### src/rtl/core/pcgr_pkg.sv
// Shared types, constants and helpers for the PCG32 range generator.
`default_nettype none

package pcgr_pkg;

    localparam logic [63:0] PCG_MULT       = 64'h5851f42d4c957f2d;
    localparam logic [31:0] SEED_RESET     = 32'd1955588763;
    localparam int          QUEUE_DEPTH_DEF = 2;
    localparam logic [31:0] SIGN_BIT       = 32'h80000000;

    // Request type codes as they arrive on the input stream
    localparam logic [2:0] REQ_RAW    = 3'd0;
    localparam logic [2:0] REQ_BOOL   = 3'd1;
    localparam logic [2:0] REQ_FRAC   = 3'd2;
    localparam logic [2:0] REQ_URANGE = 3'd3;
    localparam logic [2:0] REQ_SRANGE = 3'd4;

    typedef enum logic [2:0] {
        K_RAW,
        K_BOOL,
        K_FRAC,
        K_RANGE,
        K_CONST
    } t_kind;

    // Classified request passed from front to back
    typedef struct packed {
        t_kind       kind;
        logic [31:0] low;    // range base, or the constant result
        logic [31:0] span;   // high - low for bounded draws
    } t_cmd;

    typedef enum logic [3:0] {
        BS_SEED,
        BS_IDLE,
        BS_THR,
        BS_DRAW,
        BS_MUL1,
        BS_MUL2,
        BS_UPD,
        BS_MOD,
        BS_DONE
    } t_back_state;

    // XSH-RR output permutation of a 64-bit state
    function automatic logic [31:0] xsh_rr(input logic [63:0] s);
        logic [63:0] x;
        logic [63:0] rr;
        begin
            x  = ((s >> 18) ^ s) >> 27;
            rr = {x[31:0], x[31:0]} >> s[63:59];
            return rr[31:0];
        end
    endfunction

endpackage

`default_nettype wire

### src/rtl/core/pcg32_generator_with_range.sv
// PCG32 generator top level: front end, command queue and back end.
`default_nettype none

// PCG32 (XSH-RR) generator with a 64-bit LCG state and range draws. Each request
// transaction on the slave stream yields exactly one result transaction on the
// master stream, in order. An accepted request reaches the back end through the
// front register, then the queue. After reset, and after every seed write, the
// back end reseeds (SEED, DRAW, MUL1, MUL2, UPD) before it takes requests from
// the queue. A raw word, bool or fraction passes through the back end in steps:
// it takes the command, makes one LCG step on a shared 32x32 multiplier (three
// partial products plus the update), and loads the result register.
// A bounded draw adds a bit-serial remainder for the rejection threshold, one
// LCG step per draw (redraws happen while the draw falls below the threshold),
// and another bit-serial remainder for the final reduction. An empty range or
// an unknown type goes from the command straight to the result register. The
// front end and a short queue keep accepting requests while the back end works.
module pcg32_generator_with_range
    import pcgr_pkg::*;
#(
    parameter int QUEUE_DEPTH = QUEUE_DEPTH_DEF
) (
    input  wire logic        i_clk,
    input  wire logic        i_rst_n,
    input  wire logic        s_tvalid,
    output logic             s_tready,
    input  wire logic [2:0]  s_tuser,     // req_type
    input  wire logic [63:0] s_tdata,     // range_low, range_high
    output logic             m_tvalid,
    input  wire logic        m_tready,
    output logic [31:0]      m_tdata,     // result_value
    input  wire logic        i_cfg_valid,
    output logic             o_cfg_ready,
    input  wire logic [31:0] i_cfg_data   // seed_value
);

    t_cmd front_cmd;
    t_cmd queue_cmd;
    logic front_valid;
    logic queue_not_full;
    logic queue_not_empty;
    logic queue_pop;

    pcgr_front u_front (
        .i_clk        (i_clk),
        .i_rst_n      (i_rst_n),
        .i_valid      (s_tvalid),
        .o_ready      (s_tready),
        .i_req_type   (s_tuser),
        .i_range_low  (s_tdata[31:0]),
        .i_range_high (s_tdata[63:32]),
        .o_cmd_valid  (front_valid),
        .i_cmd_ready  (queue_not_full),
        .o_cmd        (front_cmd)
    );

    pcgr_queue #(
        .QUEUE_DEPTH (QUEUE_DEPTH)
    ) u_queue (
        .i_clk       (i_clk),
        .i_rst_n     (i_rst_n),
        .i_push      (front_valid),
        .o_not_full  (queue_not_full),
        .i_data      (front_cmd),
        .o_not_empty (queue_not_empty),
        .i_pop       (queue_pop),
        .o_data      (queue_cmd)
    );

    pcgr_back u_back (
        .i_clk       (i_clk),
        .i_rst_n     (i_rst_n),
        .i_cfg_valid (i_cfg_valid),
        .o_cfg_ready (o_cfg_ready),
        .i_cfg_data  (i_cfg_data),
        .i_cmd_valid (queue_not_empty),
        .o_cmd_pop   (queue_pop),
        .i_cmd       (queue_cmd),
        .o_valid     (m_tvalid),
        .i_ready     (m_tready),
        .o_data      (m_tdata)
    );

endmodule

`default_nettype wire

### src/rtl/core/pcgr_front.sv
// Front end: accepts request transactions and classifies them into commands.
`default_nettype none

module pcgr_front
    import pcgr_pkg::*;
(
    input  wire logic        i_clk,
    input  wire logic        i_rst_n,
    input  wire logic        i_valid,
    output logic             o_ready,
    input  wire logic [2:0]  i_req_type,
    input  wire logic [31:0] i_range_low,
    input  wire logic [31:0] i_range_high,
    output logic             o_cmd_valid,
    input  wire logic        i_cmd_ready,
    output t_cmd             o_cmd
);

    logic r_valid;
    t_cmd r_cmd;
    t_cmd n_cmd;

    always_comb begin
        n_cmd.low  = i_range_low;
        n_cmd.span = i_range_high - i_range_low;
        case (i_req_type)
            REQ_RAW:    n_cmd.kind = K_RAW;
            REQ_BOOL:   n_cmd.kind = K_BOOL;
            REQ_FRAC:   n_cmd.kind = K_FRAC;
            REQ_URANGE: n_cmd.kind = (i_range_low >= i_range_high) ? K_CONST : K_RANGE;
            REQ_SRANGE: begin
                // sign-biased compare gives the signed ordering
                n_cmd.kind = ((i_range_low ^ SIGN_BIT) >= (i_range_high ^ SIGN_BIT))
                             ? K_CONST : K_RANGE;
            end
            default: begin
                n_cmd.kind = K_CONST;
                n_cmd.low  = '0;
            end
        endcase
    end

    assign o_ready     = !r_valid || i_cmd_ready;
    assign o_cmd_valid = r_valid;
    assign o_cmd       = r_cmd;

    always_ff @(posedge i_clk) begin
        if (!i_rst_n) begin
            r_valid <= 1'b0;
        end else if (o_ready) begin
            r_valid <= i_valid;
        end
    end

    always_ff @(posedge i_clk) begin
        if (o_ready && i_valid) begin
            r_cmd <= n_cmd;
        end
    end

endmodule

`default_nettype wire

### src/rtl/core/pcgr_queue.sv
// Short command queue between the front and the back.
`default_nettype none

module pcgr_queue
    import pcgr_pkg::*;
#(
    parameter int QUEUE_DEPTH = QUEUE_DEPTH_DEF
) (
    input  wire logic i_clk,
    input  wire logic i_rst_n,
    input  wire logic i_push,
    output logic      o_not_full,
    input  wire t_cmd i_data,
    output logic      o_not_empty,
    input  wire logic i_pop,
    output t_cmd      o_data
);

    localparam int AW = (QUEUE_DEPTH > 1) ? $clog2(QUEUE_DEPTH) : 1;
    localparam logic [AW-1:0] LAST  = AW'(QUEUE_DEPTH - 1);
    localparam logic [AW:0]   DEPTH = (AW + 1)'(QUEUE_DEPTH);

    t_cmd          r_mem [QUEUE_DEPTH];
    logic [AW-1:0] r_wr_ptr;
    logic [AW-1:0] r_rd_ptr;
    logic [AW:0]   r_count;
    logic          do_push;
    logic          do_pop;

    assign o_not_full  = (r_count != DEPTH);
    assign o_not_empty = (r_count != '0);
    assign do_push     = i_push && o_not_full;
    assign do_pop      = i_pop && o_not_empty;
    assign o_data      = r_mem[r_rd_ptr];

    always_ff @(posedge i_clk) begin
        if (!i_rst_n) begin
            r_wr_ptr <= '0;
            r_rd_ptr <= '0;
            r_count  <= '0;
        end else begin
            if (do_push) begin
                r_wr_ptr <= (r_wr_ptr == LAST) ? '0 : r_wr_ptr + 1'b1;
            end
            if (do_pop) begin
                r_rd_ptr <= (r_rd_ptr == LAST) ? '0 : r_rd_ptr + 1'b1;
            end
            if (do_push && !do_pop) begin
                r_count <= r_count + 1'b1;
            end else if (do_pop && !do_push) begin
                r_count <= r_count - 1'b1;
            end
        end
    end

    always_ff @(posedge i_clk) begin
        if (do_push) begin
            r_mem[r_wr_ptr] <= i_data;
        end
    end

endmodule

`default_nettype wire

### src/rtl/core/pcgr_div.sv
// Radix-2 restoring remainder unit, one quotient bit per cycle.
`default_nettype none

module pcgr_div
    import pcgr_pkg::*;
(
    input  wire logic        i_clk,
    input  wire logic        i_rst_n,
    input  wire logic        i_start,
    input  wire logic [31:0] i_dividend,
    input  wire logic [31:0] i_divisor,
    output logic             o_done,
    output logic [31:0]      o_rem
);

    logic        r_busy;
    logic        r_done;
    logic [4:0]  r_cnt;
    logic [31:0] r_rem;
    logic [31:0] r_dvd;
    logic [31:0] r_dvs;
    logic [32:0] trial;
    logic [32:0] diff;

    assign trial  = {r_rem, r_dvd[31]};
    assign diff   = trial - {1'b0, r_dvs};
    assign o_done = r_done;
    assign o_rem  = r_rem;

    always_ff @(posedge i_clk) begin
        if (!i_rst_n) begin
            r_busy <= 1'b0;
            r_done <= 1'b0;
            r_cnt  <= '0;
        end else begin
            r_done <= 1'b0;
            if (i_start) begin
                r_busy <= 1'b1;
                r_cnt  <= '0;
            end else if (r_busy) begin
                r_cnt <= r_cnt + 1'b1;
                if (r_cnt == 5'd31) begin
                    r_busy <= 1'b0;
                    r_done <= 1'b1;
                end
            end
        end
    end

    always_ff @(posedge i_clk) begin
        if (i_start) begin
            r_rem <= '0;
            r_dvd <= i_dividend;
            r_dvs <= i_divisor;
        end else if (r_busy) begin
            r_dvd <= r_dvd << 1;
            // remainder stays below the divisor, so 32 bits hold it
            r_rem <= diff[32] ? trial[31:0] : diff[31:0];
        end
    end

endmodule

`default_nettype wire

### src/rtl/core/pcgr_back.sv
// Back end: LCG stepping, rejection sampling, range reduction and result register.
`default_nettype none

module pcgr_back
    import pcgr_pkg::*;
(
    input  wire logic        i_clk,
    input  wire logic        i_rst_n,
    input  wire logic        i_cfg_valid,
    output logic             o_cfg_ready,
    input  wire logic [31:0] i_cfg_data,
    input  wire logic        i_cmd_valid,
    output logic             o_cmd_pop,
    input  wire t_cmd        i_cmd,
    output logic             o_valid,
    input  wire logic        i_ready,
    output logic [31:0]      o_data
);

    t_back_state r_fsm;
    t_back_state n_fsm;

    logic [31:0] r_seed;
    logic [63:0] r_state;
    logic [63:0] r_acc;
    logic [63:0] r_prod;
    logic [31:0] r_word;
    logic [31:0] r_thr;
    logic [31:0] r_res;
    logic        r_seeding;
    t_cmd        r_cmd;
    logic        r_out_valid;
    logic [31:0] r_out_data;

    logic [32:0] inc;
    logic [31:0] mul_a;
    logic [31:0] mul_b;
    logic        cfg_take;
    logic        cmd_take;
    logic        accept_draw;
    logic        out_free;
    logic        div_start;
    logic [31:0] div_dividend;
    logic [31:0] div_divisor;
    logic        div_done;
    logic [31:0] div_rem;

    assign inc         = {r_seed, 1'b1};
    assign o_cfg_ready = (r_fsm == BS_IDLE);
    assign cfg_take    = o_cfg_ready && i_cfg_valid;
    assign cmd_take    = (r_fsm == BS_IDLE) && !i_cfg_valid && i_cmd_valid;
    assign o_cmd_pop   = cmd_take;
    assign accept_draw = (r_word >= r_thr);
    assign out_free    = !r_out_valid || i_ready;
    assign o_valid     = r_out_valid;
    assign o_data      = r_out_data;

    assign div_start = (cmd_take && i_cmd.kind == K_RANGE)
                    || (r_fsm == BS_UPD && !r_seeding && r_cmd.kind == K_RANGE
                        && accept_draw);
    // threshold is (2^32 - span) mod span; a kept draw is reduced mod span
    assign div_dividend = (r_fsm == BS_IDLE) ? (32'd0 - i_cmd.span) : r_word;
    assign div_divisor  = (r_fsm == BS_IDLE) ? i_cmd.span : r_cmd.span;

    pcgr_div u_div (
        .i_clk      (i_clk),
        .i_rst_n    (i_rst_n),
        .i_start    (div_start),
        .i_dividend (div_dividend),
        .i_divisor  (div_divisor),
        .o_done     (div_done),
        .o_rem      (div_rem)
    );

    // 64x64 low product from three 32x32 partial products
    always_comb begin
        case (r_fsm)
            BS_MUL1: begin
                mul_a = r_state[63:32];
                mul_b = PCG_MULT[31:0];
            end
            BS_MUL2: begin
                mul_a = r_state[31:0];
                mul_b = PCG_MULT[63:32];
            end
            default: begin
                mul_a = r_state[31:0];
                mul_b = PCG_MULT[31:0];
            end
        endcase
    end

    always_comb begin
        n_fsm = r_fsm;
        case (r_fsm)
            BS_SEED: n_fsm = BS_DRAW;
            BS_IDLE: begin
                if (cfg_take) begin
                    n_fsm = BS_SEED;
                end else if (cmd_take) begin
                    case (i_cmd.kind)
                        K_RANGE: n_fsm = BS_THR;
                        K_CONST: n_fsm = BS_DONE;
                        default: n_fsm = BS_DRAW;
                    endcase
                end
            end
            BS_THR:  n_fsm = div_done ? BS_DRAW : BS_THR;
            BS_DRAW: n_fsm = BS_MUL1;
            BS_MUL1: n_fsm = BS_MUL2;
            BS_MUL2: n_fsm = BS_UPD;
            BS_UPD: begin
                if (r_seeding) begin
                    n_fsm = BS_IDLE;
                end else if (r_cmd.kind == K_RANGE) begin
                    n_fsm = accept_draw ? BS_MOD : BS_DRAW;
                end else begin
                    n_fsm = BS_DONE;
                end
            end
            BS_MOD:  n_fsm = div_done ? BS_DONE : BS_MOD;
            BS_DONE: n_fsm = out_free ? BS_IDLE : BS_DONE;
            default: n_fsm = BS_IDLE;
        endcase
    end

    always_ff @(posedge i_clk) begin
        if (!i_rst_n) begin
            r_fsm <= BS_SEED;
        end else begin
            r_fsm <= n_fsm;
        end
    end

    always_ff @(posedge i_clk) begin
        if (!i_rst_n) begin
            r_seed      <= SEED_RESET;
            r_seeding   <= 1'b1;
            r_out_valid <= 1'b0;
        end else begin
            if (cfg_take) begin
                r_seed <= i_cfg_data;
            end
            if (r_fsm == BS_SEED) begin
                r_seeding <= 1'b1;
            end else if (cmd_take) begin
                r_seeding <= 1'b0;
            end
            if (r_fsm == BS_DONE && out_free) begin
                r_out_valid <= 1'b1;
            end else if (i_ready) begin
                r_out_valid <= 1'b0;
            end
        end
    end

    always_ff @(posedge i_clk) begin
        r_prod <= 64'(mul_a) * 64'(mul_b);
        case (r_fsm)
            BS_SEED: begin
                // zero state stepped once is the increment, then the seed is added
                r_state <= {31'b0, inc} + {32'b0, r_seed};
            end
            BS_IDLE: begin
                if (cmd_take) begin
                    r_cmd <= i_cmd;
                    r_res <= i_cmd.low;
                end
            end
            BS_THR: begin
                if (div_done) begin
                    r_thr <= div_rem;
                end
            end
            BS_DRAW: r_word <= xsh_rr(r_state);
            BS_MUL1: r_acc <= r_prod + {31'b0, inc};
            BS_MUL2: r_acc[63:32] <= r_acc[63:32] + r_prod[31:0];
            BS_UPD: begin
                r_state <= {r_acc[63:32] + r_prod[31:0], r_acc[31:0]};
                case (r_cmd.kind)
                    K_BOOL:  r_res <= {31'b0, r_word[31]};
                    K_FRAC:  r_res <= {8'b0, r_word[31:8]};
                    default: r_res <= r_word;
                endcase
            end
            BS_MOD: begin
                if (div_done) begin
                    r_res <= r_cmd.low + div_rem;
                end
            end
            BS_DONE: begin
                if (out_free) begin
                    r_out_data <= r_res;
                end
            end
            default: ;
        endcase
    end

endmodule

`default_nettype wire
### config.mk
export PLATFORM = sky130hd
export DESIGN_NAME = pcg32_generator_with_range
export DESIGN_NICKNAME = d
export VERILOG_FILES = /design/src/rtl/core/pcgr_pkg.sv /design/src/rtl/core/pcg32_generator_with_range.sv /design/src/rtl/core/pcgr_front.sv /design/src/rtl/core/pcgr_queue.sv /design/src/rtl/core/pcgr_div.sv /design/src/rtl/core/pcgr_back.sv
export SDC_FILE = /design/constraint.sdc
export NUM_CORES = 2
export LEC_CHECK = 0
export ABC_AREA = 0
export CORE_ASPECT_RATIO = 1.1
export CORE_MARGIN = 3
export CORE_UTILIZATION = 55
export DETAILED_ROUTE_END_ITERATION = 7
export DONT_BUFFER_PORTS = 1
export PLACE_DENSITY = 0.73
export SLEW_MARGIN = 20
export SYNTH_ARGS = -nofsm -noshare
export SYNTH_HDL_FRONTEND = slang
export SYNTH_SLANG_ARGS = --single-unit
### constraint.sdc
create_clock -name i_clk -period 9.3 [get_ports i_clk]
set_input_delay 0.93 -clock i_clk [delete_from_list [all_inputs] [get_ports i_clk]]
set_output_delay 0.93 -clock i_clk [all_outputs]
set_load 0.05 [all_outputs]
=== After elaboration in Yosys (flattened, before gate mapping) ===
Memories as Yosys holds them, arrays and structs flattened. A register that Yosys moved wholly into a read port is not among the register bits.
Index checks and enable logic that the tools add are counted.

* $add $sub $neg: 12
* Multiply operators: 1
* Order comparisons: 3
* Equality and inequality tests: 22
* Shift-type cells: 1
* Multiplexer cells: 40
* Bitwise logic cells: 5
* Reduce and logical (&&, ||, !) cells: 39

{| class="wikitable"
|+ Operator list
! operator !! number
|-
| $mux 32 || 8
|-
| $pmux 32 s2 || 2
|-
| $pmux 64 s2 || 1
|-
| $ge 32x32->1 || 3
|-
| $pmux 32 s3 || 1
|-
| $add 32x32->32 || 2
|-
| $add 64x33->64 || 1
|-
| $shr 64x5->32 || 1
|-
| $mul 32x31->63 || 1
|-
| $xor 46x59->59 || 1
|-
| $pmux 4 s9 || 1
|-
| $add 33x32->34 || 1
|-
| $sub 33x32->33 || 1
|-
| $sub 1x32->32 const A || 1
|-
| $sub 32x32->32 || 1
|-
| $mux 29 || 1
|-
| $mux 4 || 6
|-
| $eq 4x3->1 const B || 4
|-
| $eq 3x2->1 const B || 5
|-
| $pmux 3 s5 || 1
|-
| $logic_and 1x1->1 || 13
|-
| $mux 1 || 13
|-
| $reduce_bool 2->1 || 6
|-
| $mux 3 || 3
|-
| other kinds (25) || 45
|}

* Register bits: 600
* Memory bits (writable): 134
* Bits of input ports: 104
* Output and inout bits: 35
* Logic and storage cells: 152
* Memories kept: 1

{| class="wikitable"
|+ Memories
! name !! words !! width !! read ports !! clocked after Yosys merged registers in !! wr ports !! line !! RTL
|-
| u_queue.r_mem || 2 || 67 || 1 || 1 || 1 || pcgr_queue.sv:23 || <nowiki>t_cmd r_mem [QUEUE_DEPTH];</nowiki>
|}

=== Logic depth before layout (Yosys ltp) ===
* Depth in word-level cells: 7
* Gate-level depth with buffers: 37
* Gate-level depth less buffers: 34

=== By module ===
Synthesis repeated with hierarchy kept, for this count alone.

* Cells, all modules: 6,266
* Area, all modules: 63,951.3 um^2

{| class="wikitable"
|+ By module, submodules not included
! module !! times used !! cells an instance !! area each (um^2) !! sequential area each (um^2)
|-
| pcgr_back || 1 || 4,905 || 47,693.2 || 11,721.2
|-
| pcgr_div || 1 || 612 || 6,119.6 || 2,702.6
|-
| pcgr_queue || 1 || 232 || 5,077.4 || 4,124.0
|-
| pcgr_front || 1 || 517 || 5,061.1 || 2,031.9
|}

=== Worst setup path before layout ===
OpenSTA, ideal clock, no wires.

* Path type: reg2reg
* From: register u_back.r_fsm[2]
* To: register u_back.r_prod[62]
* Library setup time: 0.127 ns
* Arrival: 9.702 ns
* Data required time: 9.173 ns
* Setup slack: -0.529 ns
* Cell stages (with the launch flop): 35
* Buffers on the path: 4
* Clock period less this slack: 9.829 ns
* Path through: dfxtp_1 clkbuf_1 nand2b_1 nor2_1 and2_1 clkbuf_1 clkbuf_1 buf_1 nand2_1 fa_1 inv_1 fa_1 inv_1 fa_1 inv_1 fa_1 inv_1 fa_1 inv_1 fa_1 fa_1 inv_1 fa_1 inv_1 ha_1 a21oi_1 o21ai_0 a221oi_1 o21ai_0 a21oi_1 o41a_1 a2111oi_4 o21ai_1 and3_1 or3_1

* Cells in the longest elaborated chain, start to end: 3
* Elaborated cells between the ends (all ways): 5
* Classes of those cells: 1 x mul; 2 x eq/ne; 2 x mux

{| class="wikitable"
|+ RTL lines
! element !! line !! RTL
|-
| start, declared || pcgr_back.sv:20 || <nowiki>t_back_state r_fsm;</nowiki>
|-
| start signal, assigned || pcgr_back.sv:131 || <nowiki>r_fsm <= n_fsm;</nowiki>
|-
| $eq 4x3->1 || pcgr_back.sv:77 || <nowiki>case (r_fsm)</nowiki>
|-
| $mux 32 / $mux 29 (equally long branches) || pcgr_back.sv:77 ||
|-
| $mul 32x31->63 * || pcgr_back.sv:158 || <nowiki>r_prod <= 64'(mul_a) * 64'(mul_b);</nowiki>
|-
| end signal, assigned || pcgr_back.sv:158 ||
|-
| end, declared || pcgr_back.sv:26 || <nowiki>logic [63:0] r_prod;</nowiki>
|}

Mark *: on every way between the ends. The rest lies on a longest branch, timed or not.
A chain may end at the register's enable or synchronous reset.

=== Final worst setup path ===
* From: register u_back.r_fsm[3]
* To: register u_back.r_prod[62]

Same word-level chain as after synthesis.

==> metrics.csv <==
stage,metric,value,unit
sta,final-setup-viol-count,0,
route,drt_wl_total,191000,um
synth,ys_warn_count,0,
synth,synth_ff_type,edfxtp_1,
floorplan,start_util,0.555,
route,ant_nets,0,
route,vias,46460,
clock_tree,cts_tree,yes,
job,cap_violations,0,
critical_path,worstPathMaxFanout,17,
worst_hold_path,min_path_cells,1,
sta,fin_crit_sh,0.963,
route,drt_iter0_drc,5041,
critical_path,arrival,9510,ps
floorplan,dieHeight,362,um
final_layout,final_cell_mix,"966 x inv_1, 681 x ha_1, 588 x edfxtp_1",
clock_tree,clock_sinks,735,
global_routing,grt_overflow_total,0,
route,route.detailed.drc,0,
critical_path,crit_top_cell,inv_1,
global_routing,grt_pass1_vias,45547,
global_routing,antenna_found_initial,9,
synth,syn_area_per_cell,10.2,sq um
critical_path,reg2regPathDepth,33,
synth,synthArstFlopShare,0,
global_routing,grt.total_usage,0.319,
placement,place_ws,194,ps
critical_path,worstSetupEndpointType,flip-flop,
floorplan,die_area,120000,sq um
final_layout,area_delta_synth_final,7.56,%
clock_tree,cts.path.max_buffers,3,
route,avgRoutedWirePerCell,24.3,um
final_layout,finalNetCount,7570,
sta,relSlewSlack,0.215,
sta,fmax,112,MHz
sta,setup_slack,342,ps
synth,post-synth-top-area-cell,edfxtp_1,
critical_path,worst_path_max_delay_cell,o41a_1,
outcome,status,completed,
placement,dpl.hpwl,157000,um
clock_tree,clk_latency,690,ps
clock_tree,numCtsBuffers,77,
final_layout,final_common_cell,inv_1,
placement,gp_congestion,1.01,
synth,synth_edf_count,588,
floorplan,die_w,330,um
route,dr.pass1.iters,7,
synth,postSynthRegisterBits,735,
global_routing,grt_start_max_net_pins,78,
critical_path,critPathLaunchType,flip-flop,
sta,clock_skew,26.5,ps
final_layout,fillers,9579,
sta,rsz0062_at_grt,false,
sta,tns,0,ps
route,vias_per_cell,5.94,
floorplan,core,114000,sq um
critical_path,critPathRequiredTime,9850,ps
synth,ys_seq_area_frac,0.325,
sta,worst_pin_slew,1140,ps
synth,synth_top_area_frac,0.278,
global_routing,grt_pass1_wl,284000,um
clock_tree,root_buffer,clkbuf_16,
critical_path,slowest_delay,560,ps
placement,portBuffers,0,
synth,synth_area,63500,sq um
final_layout,drive_above_1_share,0.0601,
synth,synthTopCellsByArea,"edfxtp_1 28%, fa_1 17%, ha_1 13%",
sta,layout_min_cycle_time,8960,ps
clock_tree,ctsHtreeMaxLevel,3,
sta,slew_violations,0,
synth,syn_inst,6219,
synth,yosysUniqueCellTypes,87,
worst_hold_path,hold_path_class,input pin to flip-flop,
clock_tree,holdBufCountCts,0,
floorplan,row_count,130,
clock_tree,clkTransAtPathRegs,60,ps
floorplan,num_io_pins,139,
sta,finalHoldViolCount,0,
critical_path,worstSetupPathType,flip-flop to flip-flop,
==> per-layer routing <==
metal | wire [um] | GRT usage | part of all wire
met2 | 85500 | 0.488 | 0.45
met3 | 16600 | 0.0550 | 0.087
met4 | 8770 | 0.138 | 0.046
met5 | 38 | 0 | 0.00020
met1 | 79700 | 0.449 | 0.42
==> through the flow <==
step	instances	hold WS [ps]	utilization	instance area, sq um
finish	7828	337	0.597	68300
global route	7826	326	0.597	68300
CTS	7826	299	0.597	68200
detailed placement	7684	406	0.574	65700
global placement	7684	403	0.574	65700
floorplan	6248	400	-	63600
==> worst max-delay path: cells and delay by family (launching register included) <==
kind | cells | cell delay [ps]
buf+inv | 11 | 1380
mux | 1 | 250
simple gates | 6 | 1340
compound gates | 6 | 1600
flops | 1 | 320
fa+ha+maj | 9 | 3910
==> cell usage after synthesis, drive strengths merged, types with 149 or more instances <==
master  number
clkbuf     149
fa         540
a21oi      334
nor2       407
o21ai      318
mux2i      157
a21o       166
inv        970
ha         681
edfxtp     588
nand2      411
xnor2      179
==> cell type report <==
class	count	area, sq um	share of cell area
Antenna cell	2	5.00	0.0000733
Sequential cell	735	20600	0.302
Inverter	975	3660	0.0536
Clock inverter	46	429	0.00629
Timing Repair Buffer	113	852	0.0125
Clock buffer	96	2110	0.0309
Multi-Input combinational cell	4343	38700	0.567
Tap cell	1518	1900	0.0278
==> state kept, by name (all words and copies together), names as in the netlist, 64 cells and up, named ones only <==
signal	cells
u_back.r_cmd	67
u_queue.r_mem	134
u_front.o_cmd	67
u_back.r_state	64
u_back.r_prod	64
u_back.r_acc	64
==> timing repair <==
item	4_1_cts	5_1_grt
gates resized for setup	0	12
endpoints found under the setup margin	0	13
setup buffers	0	0
endpoints found under the hold margin	0	0
==> kinds of logic after synthesis <==
kind of cell | synth area share
compound gates | 0.118
xor+xnor | 0.0404
fa+ha+maj | 0.305
buf+inv | 0.0700
flops | 0.325
mux | 0.0407
other cells | 0.000118
simple gates | 0.101
==> worst paths after layout <==
path / startpoint / endpoint / slack [ps]
hold reg to reg: u_back.r_res[21]$_DFFE_PP_ / u_back.o_data[21]$_DFFE_PP_ / 420
setup / recovery: u_back.r_fsm[3]$_SDFFE_PN0P_ / u_back.r_prod[62]$_DFF_P_ / 340
hold / removal: i_rst_n / u_back.r_seeding$_SDFFE_PP1P_ / 340
setup reg to reg: u_back.r_fsm[3]$_SDFFE_PN0P_ / u_back.r_prod[62]$_DFF_P_ / 340
Power is not shown: default switching activity piles up to over one toggle a cycle in this logic, so the estimate is an artifact.
